## src/binary_insertion_sorter_defines.svh

```systemverilog
// Assertion macros shared by the binary insertion sorter RTL.
`ifndef BINARY_INSERTION_SORTER_DEFINES_SVH
`define BINARY_INSERTION_SORTER_DEFINES_SVH

// Condition must hold at every clock edge out of reset.
`define BIS_ASSERT_ALWAYS(lbl, cond, msg) \
    lbl: assert property (@(posedge i_clk) disable iff (!i_rst_n) (cond)) else $error(msg);

// Antecedent in a cycle implies consequent in the same cycle.
`define BIS_ASSERT_IMPL(lbl, ante, cons, msg) \
    lbl: assert property (@(posedge i_clk) disable iff (!i_rst_n) (ante) |-> (cons)) \
        else $error(msg);

`endif

```

## src/bis_pkg.sv

```systemverilog
// Types, sizes and state codes of the binary insertion sorter.
package bis_pkg;

    localparam int DATA_W = 32;
    localparam int DEPTH  = 16;
    localparam int AW     = (DEPTH > 1) ? $clog2(DEPTH) : 1;
    localparam int CW     = $clog2(DEPTH + 1);

    typedef struct packed {
        logic signed [DATA_W-1:0] value;
        logic                     last_in;
    } t_in_item;

    typedef struct packed {
        logic signed [DATA_W-1:0] sorted_value;
        logic                     last_out;
        logic                     overflow;
    } t_out_item;

    typedef enum logic [2:0] {
        S_IDLE,
        S_SRCH,
        S_CMP,
        S_SHIFT,
        S_SHWR,
        S_EMIT
    } t_state;

    // datapath status seen by the sequencer
    typedef struct packed {
        logic start;
        logic in_last;
        logic full;
        logic last;
        logic lo_lt_hi;
        logic j_gt_pos;
        logic emit_end;
    } t_stat;

    // sequencer commands to the datapath
    typedef struct packed {
        logic busy;
        logic load;
        logic srch;
        logic cmp;
        logic shift_rd;
        logic shift_wr;
        logic insert;
        logic emit;
    } t_ctrl;

endpackage

```

## src/binary_insertion_sorter.sv

```systemverilog
// Sequence: binary search alternates a probe read (search) and a compare, then closes; each shifted
// entry is a read and a write, then the insert writes the item. After a non-last item busy is low
// again the cycle after the insert; a last item instead goes on to emit the set, each result strobed
// in the cycle after its read. One item at a time: a new item is taken only while busy is low.
// A dropped item (store full) that is not last leaves busy low. Results cannot be stalled. Reset (sync,
// active low) clears the count and flags; the store keeps stale contents, no clearing pass.
`include "binary_insertion_sorter_defines.svh"

module binary_insertion_sorter (
    input  logic              i_clk,
    input  logic              i_rst_n,
    input  logic              start,
    input  bis_pkg::t_in_item i_item,
    output logic              busy,
    output logic              strobe,
    output bis_pkg::t_out_item o_result
);

    bis_pkg::t_stat stat;
    bis_pkg::t_ctrl ctrl;

    logic signed [bis_pkg::DATA_W-1:0] r_val, n_val;
    logic                              r_last, n_last;
    logic                              r_ovf, n_ovf;
    logic [bis_pkg::CW-1:0]            r_fill, n_fill;
    logic [bis_pkg::CW-1:0]            r_lo, n_lo;
    logic [bis_pkg::CW-1:0]            r_hi, n_hi;
    logic [bis_pkg::CW-1:0]            r_j, n_j;
    logic [bis_pkg::AW-1:0]            r_idx, n_idx;
    logic                              r_ov_v, n_ov_v;
    logic                              r_ov_last, n_ov_last;
    logic                              r_ov_ovf, n_ov_ovf;

    logic [bis_pkg::CW:0]              lo_hi_sum;
    logic [bis_pkg::CW-1:0]            mid;
    logic [bis_pkg::CW-1:0]            j_m1;
    logic                              ram_we;
    logic [bis_pkg::AW-1:0]            ram_waddr;
    logic [bis_pkg::DATA_W-1:0]        ram_wdata;
    logic [bis_pkg::AW-1:0]            ram_raddr;
    logic [bis_pkg::DATA_W-1:0]        ram_rdata;

    assign lo_hi_sum = {1'b0, r_lo} + {1'b0, r_hi};
    assign mid       = lo_hi_sum[bis_pkg::CW:1];
    assign j_m1      = r_j - 1'b1;

    assign stat.start    = start;
    assign stat.in_last  = i_item.last_in;
    assign stat.full     = (r_fill == bis_pkg::CW'(bis_pkg::DEPTH));
    assign stat.last     = r_last;
    assign stat.lo_lt_hi = (r_lo < r_hi);
    assign stat.j_gt_pos = (r_j > r_lo);
    assign stat.emit_end = (bis_pkg::CW'(r_idx) == (r_fill - 1'b1));

    bis_seq u_seq (
        .i_clk   (i_clk),
        .i_rst_n (i_rst_n),
        .i_stat  (stat),
        .o_ctrl  (ctrl)
    );

    bis_ram #(
        .WIDTH (bis_pkg::DATA_W),
        .DEPTH (bis_pkg::DEPTH)
    ) u_ram (
        .i_clk   (i_clk),
        .i_we    (ram_we),
        .i_waddr (ram_waddr),
        .i_wdata (ram_wdata),
        .i_raddr (ram_raddr),
        .o_rdata (ram_rdata)
    );

    always_comb begin
        n_val     = r_val;
        n_last    = r_last;
        n_ovf     = r_ovf;
        n_fill    = r_fill;
        n_lo      = r_lo;
        n_hi      = r_hi;
        n_j       = r_j;
        n_idx     = r_idx;
        n_ov_v    = 1'b0;
        n_ov_last = r_ov_last;
        n_ov_ovf  = r_ov_ovf;
        ram_we    = 1'b0;
        ram_waddr = r_lo[bis_pkg::AW-1:0];
        ram_wdata = r_val;
        ram_raddr = mid[bis_pkg::AW-1:0];

        if (ctrl.load) begin
            n_val  = i_item.value;
            n_last = i_item.last_in;
            n_lo   = '0;
            n_hi   = r_fill;
            n_j    = r_fill;
            n_idx  = '0;
            if (stat.full) begin
                n_ovf = 1'b1;
            end
        end

        // probe result arrives in the cycle after the read issued in search
        if (ctrl.cmp) begin
            if ($signed(ram_rdata) <= r_val) begin
                n_lo = mid + 1'b1;
            end else begin
                n_hi = mid;
            end
        end

        if (ctrl.shift_rd) begin
            ram_raddr = j_m1[bis_pkg::AW-1:0];
        end

        if (ctrl.shift_wr) begin
            ram_we    = 1'b1;
            ram_waddr = r_j[bis_pkg::AW-1:0];
            ram_wdata = ram_rdata;
            n_j       = j_m1;
        end

        if (ctrl.insert) begin
            ram_we = 1'b1;
            n_fill = r_fill + 1'b1;
        end

        if (ctrl.emit) begin
            ram_raddr = r_idx;
            n_idx     = r_idx + 1'b1;
            n_ov_v    = 1'b1;
            n_ov_last = stat.emit_end;
            n_ov_ovf  = r_ovf;
            if (stat.emit_end) begin
                n_fill = '0;
                n_ovf  = 1'b0;
                n_idx  = '0;
            end
        end
    end

    always_ff @(posedge i_clk) begin
        if (!i_rst_n) begin
            r_fill <= '0;
            r_ovf  <= 1'b0;
            r_ov_v <= 1'b0;
            r_idx  <= '0;
        end else begin
            r_fill <= n_fill;
            r_ovf  <= n_ovf;
            r_ov_v <= n_ov_v;
            r_idx  <= n_idx;
        end
    end

    always_ff @(posedge i_clk) begin
        r_val     <= n_val;
        r_last    <= n_last;
        r_lo      <= n_lo;
        r_hi      <= n_hi;
        r_j       <= n_j;
        r_ov_last <= n_ov_last;
        r_ov_ovf  <= n_ov_ovf;
    end

    assign busy                  = ctrl.busy;
    assign strobe                = r_ov_v;
    assign o_result.sorted_value = $signed(ram_rdata);
    assign o_result.last_out     = r_ov_last;
    assign o_result.overflow     = r_ov_ovf;

    `BIS_ASSERT_ALWAYS(a_fill_bound, r_fill <= bis_pkg::CW'(bis_pkg::DEPTH), "fill count above depth")
    `BIS_ASSERT_IMPL(a_search_order, ctrl.srch || ctrl.cmp, r_lo <= r_hi, "search bounds crossed")
    `BIS_ASSERT_IMPL(a_last_clears, strobe && o_result.last_out, r_fill == '0, "set not cleared after last")
    `BIS_ASSERT_IMPL(a_write_busy, ram_we, ctrl.busy && !strobe, "store written outside insert phase")

endmodule

```

## src/bis_ram.sv

```systemverilog
// Generic single-write, single-read RAM with registered read data.
module bis_ram #(
    parameter int WIDTH = 32,
    parameter int DEPTH = 16
) (
    input  logic                                       i_clk,
    input  logic                                       i_we,
    input  logic [((DEPTH > 1) ? $clog2(DEPTH) : 1)-1:0] i_waddr,
    input  logic [WIDTH-1:0]                           i_wdata,
    input  logic [((DEPTH > 1) ? $clog2(DEPTH) : 1)-1:0] i_raddr,
    output logic [WIDTH-1:0]                           o_rdata
);

    logic [WIDTH-1:0] r_mem [DEPTH];
    logic [WIDTH-1:0] r_rdata;

    always_ff @(posedge i_clk) begin
        if (i_we) begin
            r_mem[i_waddr] <= i_wdata;
        end
        r_rdata <= r_mem[i_raddr];
    end

    assign o_rdata = r_rdata;

endmodule

```

## src/bis_seq.sv

```systemverilog
// Sequencer of the sorter: search, shift, insert and emit phases.
module bis_seq (
    input  logic          i_clk,
    input  logic          i_rst_n,
    input  bis_pkg::t_stat i_stat,
    output bis_pkg::t_ctrl o_ctrl
);

    bis_pkg::t_state r_state;
    bis_pkg::t_state n_state;

    always_ff @(posedge i_clk) begin
        if (!i_rst_n) begin
            r_state <= bis_pkg::S_IDLE;
        end else begin
            r_state <= n_state;
        end
    end

    always_comb begin
        n_state = r_state;
        unique case (r_state)
            bis_pkg::S_IDLE: begin
                if (i_stat.start) begin
                    if (!i_stat.full) begin
                        n_state = bis_pkg::S_SRCH;
                    end else if (i_stat.in_last) begin
                        n_state = bis_pkg::S_EMIT;
                    end
                end
            end
            bis_pkg::S_SRCH: begin
                n_state = i_stat.lo_lt_hi ? bis_pkg::S_CMP : bis_pkg::S_SHIFT;
            end
            bis_pkg::S_CMP: begin
                n_state = bis_pkg::S_SRCH;
            end
            bis_pkg::S_SHIFT: begin
                if (i_stat.j_gt_pos) begin
                    n_state = bis_pkg::S_SHWR;
                end else begin
                    n_state = i_stat.last ? bis_pkg::S_EMIT : bis_pkg::S_IDLE;
                end
            end
            bis_pkg::S_SHWR: begin
                n_state = bis_pkg::S_SHIFT;
            end
            bis_pkg::S_EMIT: begin
                if (i_stat.emit_end) begin
                    n_state = bis_pkg::S_IDLE;
                end
            end
            default: begin
                n_state = bis_pkg::S_IDLE;
            end
        endcase
    end

    always_comb begin
        o_ctrl = '0;
        unique case (r_state)
            bis_pkg::S_IDLE: begin
                o_ctrl.load = i_stat.start;
            end
            bis_pkg::S_SRCH: begin
                o_ctrl.busy = 1'b1;
                o_ctrl.srch = 1'b1;
            end
            bis_pkg::S_CMP: begin
                o_ctrl.busy = 1'b1;
                o_ctrl.cmp  = 1'b1;
            end
            bis_pkg::S_SHIFT: begin
                o_ctrl.busy     = 1'b1;
                o_ctrl.shift_rd = i_stat.j_gt_pos;
                o_ctrl.insert   = !i_stat.j_gt_pos;
            end
            bis_pkg::S_SHWR: begin
                o_ctrl.busy     = 1'b1;
                o_ctrl.shift_wr = 1'b1;
            end
            bis_pkg::S_EMIT: begin
                o_ctrl.busy = 1'b1;
                o_ctrl.emit = 1'b1;
            end
            default: begin
                o_ctrl.busy = 1'b1;
            end
        endcase
    end

endmodule

```

## config.mk

```make
export PLATFORM = sky130hd
export DESIGN_NAME = binary_insertion_sorter
export DESIGN_NICKNAME = d
export VERILOG_FILES = /design/src/bis_pkg.sv /design/src/binary_insertion_sorter.sv /design/src/bis_ram.sv /design/src/bis_seq.sv
export VERILOG_INCLUDE_DIRS = /design/src /design/src/src
export SDC_FILE = /design/constraint.sdc
export NUM_CORES = 1
export LEC_CHECK = 0
export BUFFER_PORTS_ARGS = -buffer_cell sky130_fd_sc_hd__buf_2
export CORE_ASPECT_RATIO = 0.9
export CORE_MARGIN = 1.5
export CORE_UTILIZATION = 40
export DETAILED_ROUTE_END_ITERATION = 7
export GPL_ROUTABILITY_DRIVEN = 0
export PLACE_DENSITY = 0.53
export SLEW_MARGIN = 20
export SYNTH_ARGS = -nofsm -noshare
export SYNTH_HDL_FRONTEND = slang
export SYNTH_SLANG_ARGS = --single-unit
```

## constraint.sdc

```tcl
create_clock -name i_clk -period 12.19 [get_ports i_clk]
set_input_delay 1.8285 -clock i_clk [delete_from_list [all_inputs] [get_ports i_clk]]
set_output_delay 1.8285 -clock i_clk [all_outputs]
set_load 0.05 [all_outputs]
```

==> results of run 1 <==
## logic make-up (layout without fill, tap and decap cells)
family / Yosys count / in the layout / synth area share [%]
xor gates and xnor gates: 19 / 19 / 0.6744
AOI/OAI and AO/OA: 249 / 249 / 7.068
and+or+nand+nor: 690 / 690 / 11.93
muxes: 74 / 74 / 3.108
buffers and inverters: 159 / 303 / 2.890
adders and majority gates: 51 / 51 / 2.616
DFF: 608 / 608 / 71.72
## synthesized netlist by cell type (2+ instances only)
cell type | n | share of area (%)
edfxtp_1 | 552 | 67
nand2_1 | 427 | 6.5
nand3_1 | 164 | 3.3
mux2i_1 | 71 | 2.9
a32oi_1 | 65 | 2.3
a21oi_1 | 56 | 1.1
dfxtp_1 | 56 | 4.5
clkbuf_1 | 55 | 0.84
inv_1 | 55 | 0.84
ha_1 | 50 | 2.5
nor2_1 | 47 | 0.71
a31oi_1 | 37 | 0.94
o21ai_0 | 35 | 0.71
buf_2 | 30 | 0.61
a21o_1 | 13 | 0.40
buf_4 | 11 | 0.33
xnor2_1 | 10 | 0.35
nand4_1 | 9 | 0.23
nor3_1 | 9 | 0.18
xor2_1 | 9 | 0.32
and2_1 | 6 | 0.15
a32o_1 | 5 | 0.20
buf_6 | 5 | 0.23
o221ai_1 | 5 | 0.18
or2_2 | 5 | 0.13
and3_1 | 4 | 0.10
nor2b_1 | 4 | 0.10
a21boi_0 | 3 | 0.091
o21a_1 | 3 | 0.091
a211oi_1 | 2 | 0.061
a221o_1 | 2 | 0.081
a221oi_1 | 2 | 0.071
a22oi_1 | 2 | 0.061
and3b_1 | 2 | 0.071
buf_1 | 2 | 0.030
mux4_2 | 2 | 0.18
nand2b_1 | 2 | 0.051
nor3b_1 | 2 | 0.061
o21ai_1 | 2 | 0.041
o21bai_1 | 2 | 0.061
o31a_1 | 2 | 0.071
or3_1 | 2 | 0.051
## metrics by stage
step,util (%),total power [mW],area [µm²]
floorplan,-,2.647,24680
global placement,42.73,2.784,26120
detailed placement,42.73,2.788,26120
CTS,46.17,4.742,28220
global route,46.17,4.859,28220
finish,46.17,4.694,28220
## power breakdown
part	leakage, nW	total (mW)	internal, mW	switching, mW
Sequential	5.45	2.36	2.33	0.0337
Combinational	3.73	0.379	0.108	0.270
Clock	1.03	1.95	1.14	0.809
## state kept, by name, summed over array words and instances, names as in the netlist
signal	cells
strobe	1
r_idx	4
r_val	32
r_ovf	1
u_seq.r_state	3
r_ov_ovf	1
r_hi	5
r_lo	5
r_fill	5
u_ram.o_rdata	32
r_last	1
r_j	5
u_ram.r_mem	512
r_ov_last	1
## metal layers
layer | up-vias | global-route usage, % | share of wire, %
met4 | 0 | 5.056 | 2.0
met5 | - | 0 | 0
met1 | 7454 | 28.55 | 48
met3 | 92 | 3.307 | 5.0
li1 | 7043 | - | -
met2 | 396 | 30.68 | 45
## final timing paths
path | end | depth (start not counted)
min | r_ov_ovf | 0
max reg2reg | u_ram.o_rdata[12] | 12
max | u_ram.o_rdata[12] | 12
min reg2reg | r_ov_ovf | 0
## critical path, stage by stage, from the launching register on
cell and delay [ns]:
dfxtp_1 0.44, inv_1 0.12, ha_1 0.33, a211o_1 0.26, a221o_1 0.41, a32oi_2 0.31
o31a_2 0.19, buf_4 0.64, buf_12 0.80, mux2i_1 0.33, a32oi_1 0.08, a31oi_1 0.20
a21oi_1 0.07
## final cells by class
cell class / instances / area [µm²]
fillers: 5429 / 32900
flip-flops and latches: 608 / 17700
multi-input cells: 1083 / 6411
clock buffers: 85 / 1774
well taps: 792 / 991.0
repair buffers: 128 / 808.3
clock inverters: 34 / 325.3
inverters: 56 / 210.2
==> run_results.csv, run 1 <==
group,metric,value,unit
worst_setup_path,cp_max_fo,195,
synthesis,yosysWarnings,0,
worst_setup_path,crit_type,"flip-flop to flip-flop",
place,port_buffers,71,
worst_setup_path,reg2reg_slack,7.71,ns
timing,final_hold_viol_count,0,
worst_setup_path,arrival,4.92,ns
power,powerDensity,166.3,nW/µm²
timing,worst_slack,7.709,ns
timing,whs,0.4500,ns
worst_hold_path,hold_start,"r_ovf",
worst_setup_path,cp.required,12.63,ns
die,die_h,238.6,µm
place,pre_cts_ws,7.730,ns
timing,slew_violations,0,
clock_tree,ctsHoldBuffers,0,
detailed_routing,wl_per_cell,22.28,µm
timing,worstMarginPinSlew,1.141,ns
synthesis,async_flop_share,0,%
final_layout,nets,2031,
detailed_routing,drt_wl_total,62080,µm
job,cap_violations,0,
grt,grt_pass1_wl,92330,µm
die,start_util,40.37,%
detailed_routing,vias,14990,
clock_tree,htree_levels,3,
die,io-pin-count,72,
grt,antenna_found_initial,0,
worst_hold_path,hp-class,"flip-flop to flip-flop",
power,peakVddDrop,0.0001131,V
synthesis,ys_ff_latch,608,
synthesis,syn_avg_cell_area,13.34,µm²
die,core.rowCount,86,
final_layout,final_cell_mix,"edfxtp_1, nand2_1, nand3_1",
clock_tree,ctsResizeCount,0,
clock_tree,postCtsSetupBuffers,0,
timing,fin_tns_setup,0,ns
grt,overflow,0,
place,dp.cells,2667,
timing,setup_viol,0,
clock_tree,cts_buffers,67,
synthesis,ys_seq_area_share,71.72,%
synthesis,synth_enable_flop_cells,552,
clock_tree,cts_tree,"built",
detailed_routing,viasPerCell,5.379,
grt,grt_max_degree,196,
die,die-area,63190,µm²
timing,rsz0062_at_grt,"false",
detailed_routing,drt_iter0_drc,1300,
synthesis,syn_area,24680,µm²
grt,track_usage,19.65,%
run_status,outcome,"finished clean",
clock_tree,clock_latency,0.60,ns
die,die_w,264.8,µm
detailed_routing,firstDrtPassIters,7,
timing,max_freq,223.2,MHz
worst_setup_path,crit_start,"r_lo[2]",
worst_setup_path,start_kind,"flip-flop",
final_layout,final_common_cell,"edfxtp_1",
worst_setup_path,critPathCaptureType,"flip-flop",
timing,period_share,36.76,%
synthesis,synthCells,1850,
synthesis,synthFlopType,"edfxtp_1",
timing,post-route-min-period,4.481,ns
clock_tree,cts_buffer_depth,3,
power,p_leak,10.21,nW
clock_tree,cts_sinks,608,
timing,max_slew_margin,23.93,%
final_layout,syn2layout_area_growth,14.35,%
detailed_routing,postRouteAntennaNets,0,
final_layout,final_cells,2786,
grt,grt_pass1_vias,14510,
worst_setup_path,reg2reg_from,"r_lo[2]",
clock_tree,root_buffer,"clkbuf_16",
die,coreArea,61120,µm²
final_layout,drive_gt1_share,13.24,%
place,dp_hpwl,30500,µm
final_layout,diodes,0,
synthesis,synth_nets,1937,
clock_tree,path_clk_slew,0.06,ns
synthesis,synth_cell_types,65,
timing,skew,0.02017,ns
detailed_routing,remaining_drc_errors,0,
No activity file was read; power rests on OpenSTA's default activity.
==> run 2: changes to the inputs <==
- clock period: 12.19 -> 4.63 ns (I/O delays scaled with it)
==> run 2 against run 1 <==
  * Cell area rose by 1.3%
  * Maximum frequency is 13% higher
  * Clock power grew to 2.7 times the previous value
  * Non-clock buffer count grew 13
  * Core utilization increased by 0.61 points
  * First-iteration DRC count fell by 2.9%
  * Sequential power grew to 2.6 times the previous value
  * Clock-buffer cell count grew 1
  * Combinational power rose to 2.8 times the previous value
  * Wire length is 4.5% higher
  * Largest cell class unchanged
==> run_results.csv, run 2 (synthesis results as in run 1) <==
group,metric,value,unit
worst_setup_path,cp_slowest_cell,"nor2_4",
place,dp.cells,2680,
timing,max_freq,252.3,MHz
worst_setup_path,cp_top_family,"simple AND/OR/NAND/NOR gates",
worst_setup_path,start_kind,"flip-flop",
clock_tree,clock_latency,0.65,ns
clock_tree,cts_sinks,608,
die,start_util,40.37,%
worst_setup_path,critPathCaptureType,"flip-flop",
detailed_routing,remaining_drc_errors,0,
die,die-area,63190,µm²
detailed_routing,drt_iter0_drc,1262,
die,die_w,264.8,µm
worst_setup_path,arrival,4.29,ns
final_layout,fin_area,28590,µm²
grt,track_usage,20.57,%
worst_hold_path,hp-class,"input pin to flip-flop",
clock_tree,cts_buffer_depth,3,
place,port_buffers,71,
grt,antenna_found_initial,1,
worst_hold_path,hold_start,"i_item[15]",
final_layout,nets,2038,
final_layout,regMostFlops,"u_ram.r_mem",
detailed_routing,wl_per_cell,23.20,µm
die,coreArea,61120,µm²
detailed_routing,postRouteAntennaNets,0,
die,core.rowCount,86,
final_layout,final_cell_mix,"edfxtp_1, nand2_1, nand3_1",
timing,final_hold_viol_count,0,
worst_hold_path,hold_depth,1,
final_layout,drive_gt1_share,14.57,%
clock_tree,path_clk_slew,0.06,ns
timing,max_slew_margin,30.71,%
clock_tree,ctsResizeCount,0,
worst_setup_path,reg2reg_slack,0.67,ns
job,cap_violations,0,
worst_hold_path,timing.hold.worst_endpoint,"r_val[14]",
detailed_routing,vias,15220,
run_status,outcome,"finished clean",
power,p_int,9.536,mW
power,powerDensity,439.0,nW/µm²
timing,fin_tns_setup,0,ns
worst_setup_path,reg2reg_from,"r_lo[2]",
power,peakVddDrop,0.0003249,V
power,p_switching,3.016,mW
final_layout,syn2layout_area_growth,15.86,%
power,p_leak,10.36,nW
grt,overflow,0,
power,p_comb_share,8.6,%
timing,rsz0062_at_grt,"false",
die,io-pin-count,72,
clock_tree,cts_tree,"built",
detailed_routing,drt_wl_total,64880,µm
final_layout,final_cells,2796,
grt,grt_pass1_vias,15080,
worst_setup_path,crit_type,"flip-flop to flip-flop",
final_layout,diodes,0,
clock_tree,root_buffer,"clkbuf_16",
grt,grt_max_degree,65,
worst_setup_path,reg2reg_to,"u_ram.r_mem[6][6]",
final_layout,final_common_cell,"edfxtp_1",
detailed_routing,firstDrtPassIters,5,
grt,grt_pass1_wl,96990,µm
final_layout,largest_reg_flops,512,
final_layout,finalCoreUtilization,46.78,%
timing,worstMarginPinSlew,1.032,ns
timing,slew_violations,0,
worst_setup_path,cp.required,4.96,ns
power,power_frac_seq,49.7,%
die,die_h,238.6,µm
place,dpl_cell_area,26420,µm²
place,dp_hpwl,41150,µm
worst_setup_path,path_buf_inv,2,
worst_setup_path,worstPathCellList,"inv_1, ha_1, a211o_1, a221o_1, and2_1, nor2_1, a32oi_1, nor2_4, buf_4",
power,p_clk_share,41.7,%
worst_setup_path,r2r_cells,9,
clock_tree,cts_buffers,61,
timing,skew,0.03320,ns
detailed_routing,viasPerCell,5.442,
timing,whs,0.2157,ns
worst_setup_path,max_stage_delay,0.60,ns
power,p_sw_share,24.03,%
timing,period_share,85.61,%
clock_tree,ctsHoldBuffers,0,
clock_tree,htree_levels,2,
worst_setup_path,cp_max_fo,15,
timing,post-route-min-period,3.964,ns
timing,setup_viol,0,
clock_tree,postCtsSetupBuffers,0,
-- run 2: changes by cell type in the layout (fill, tap and decap cells not counted), sizes merged --
cell	previous run	this run
buf	128	141
bufinv	5	9
clkbuf	85	86
clkinv	21	19
clkinvlp	2	1
inv	62	57
-- run 2: metal layers --
metal  track usage, %  up-vias  part of all wire [%]  routed length (µm)
met5                0        -                 0.020                  13
met4            7.307        2                   3.2                2101
met3            3.276      117                   4.9                3178
met2            34.96      408                    49               32020
met1            26.76     7629                    42               27560
li1                 -     7060                     -                   -
-- run 2: area by class of cell --
type | instances | area (µm²)
Clock inverter | 30 | 425.4
Sequential cell | 608 | 17700
Clock buffer | 86 | 1720
Fill cell | 5424 | 32530
Tap cell | 792 | 991.0
Multi-Input combinational cell | 1083 | 6464
Timing Repair Buffer | 141 | 1081
Inverter | 56 | 210.2
-- run 2: stage by stage --
stage / power [mW] / setup slack [ns]
floorplan: 6.970 / 0.5557
global placement: 7.439 / 0.8052
detailed placement: 7.448 / 0.7117
CTS: 12.68 / 0.6891
global route: 12.96 / 0.3907
finish: 12.55 / 0.6664
-- run 2: worst max path at each step --
stage / startpoint / end / slack, ns / depth (start not counted)
after floorplan: r_lo[2] / u_ram.r_mem[11][0] / 0.56 / 9
after global placement: r_lo[2] / u_ram.r_mem[6][6] / 0.81 / 9
after detailed placement: r_lo[2] / u_ram.r_mem[6][12] / 0.71 / 9
after CTS: r_lo[2] / u_ram.r_mem[6][2] / 0.69 / 9
after global routing: r_lo[1] / u_ram.r_mem[6][9] / 0.39 / 9
final: r_lo[2] / u_ram.r_mem[6][6] / 0.67 / 9
-- run 2: power by group through the flow --
| stage | clock network, mW | registers, mW | logic, mW |
|---|---|---|---|
| 2_1_floorplan | 0 | 6.46 | 0.511 |
| 3_3_place_gp | 0 | 6.36 | 1.08 |
| 3_5_place_dp | 0 | 6.36 | 1.09 |
| 4_1_cts | 5.34 | 6.24 | 1.10 |
| 5_1_grt | 5.54 | 6.24 | 1.17 |
| 6_report | 5.23 | 6.24 | 1.08 |
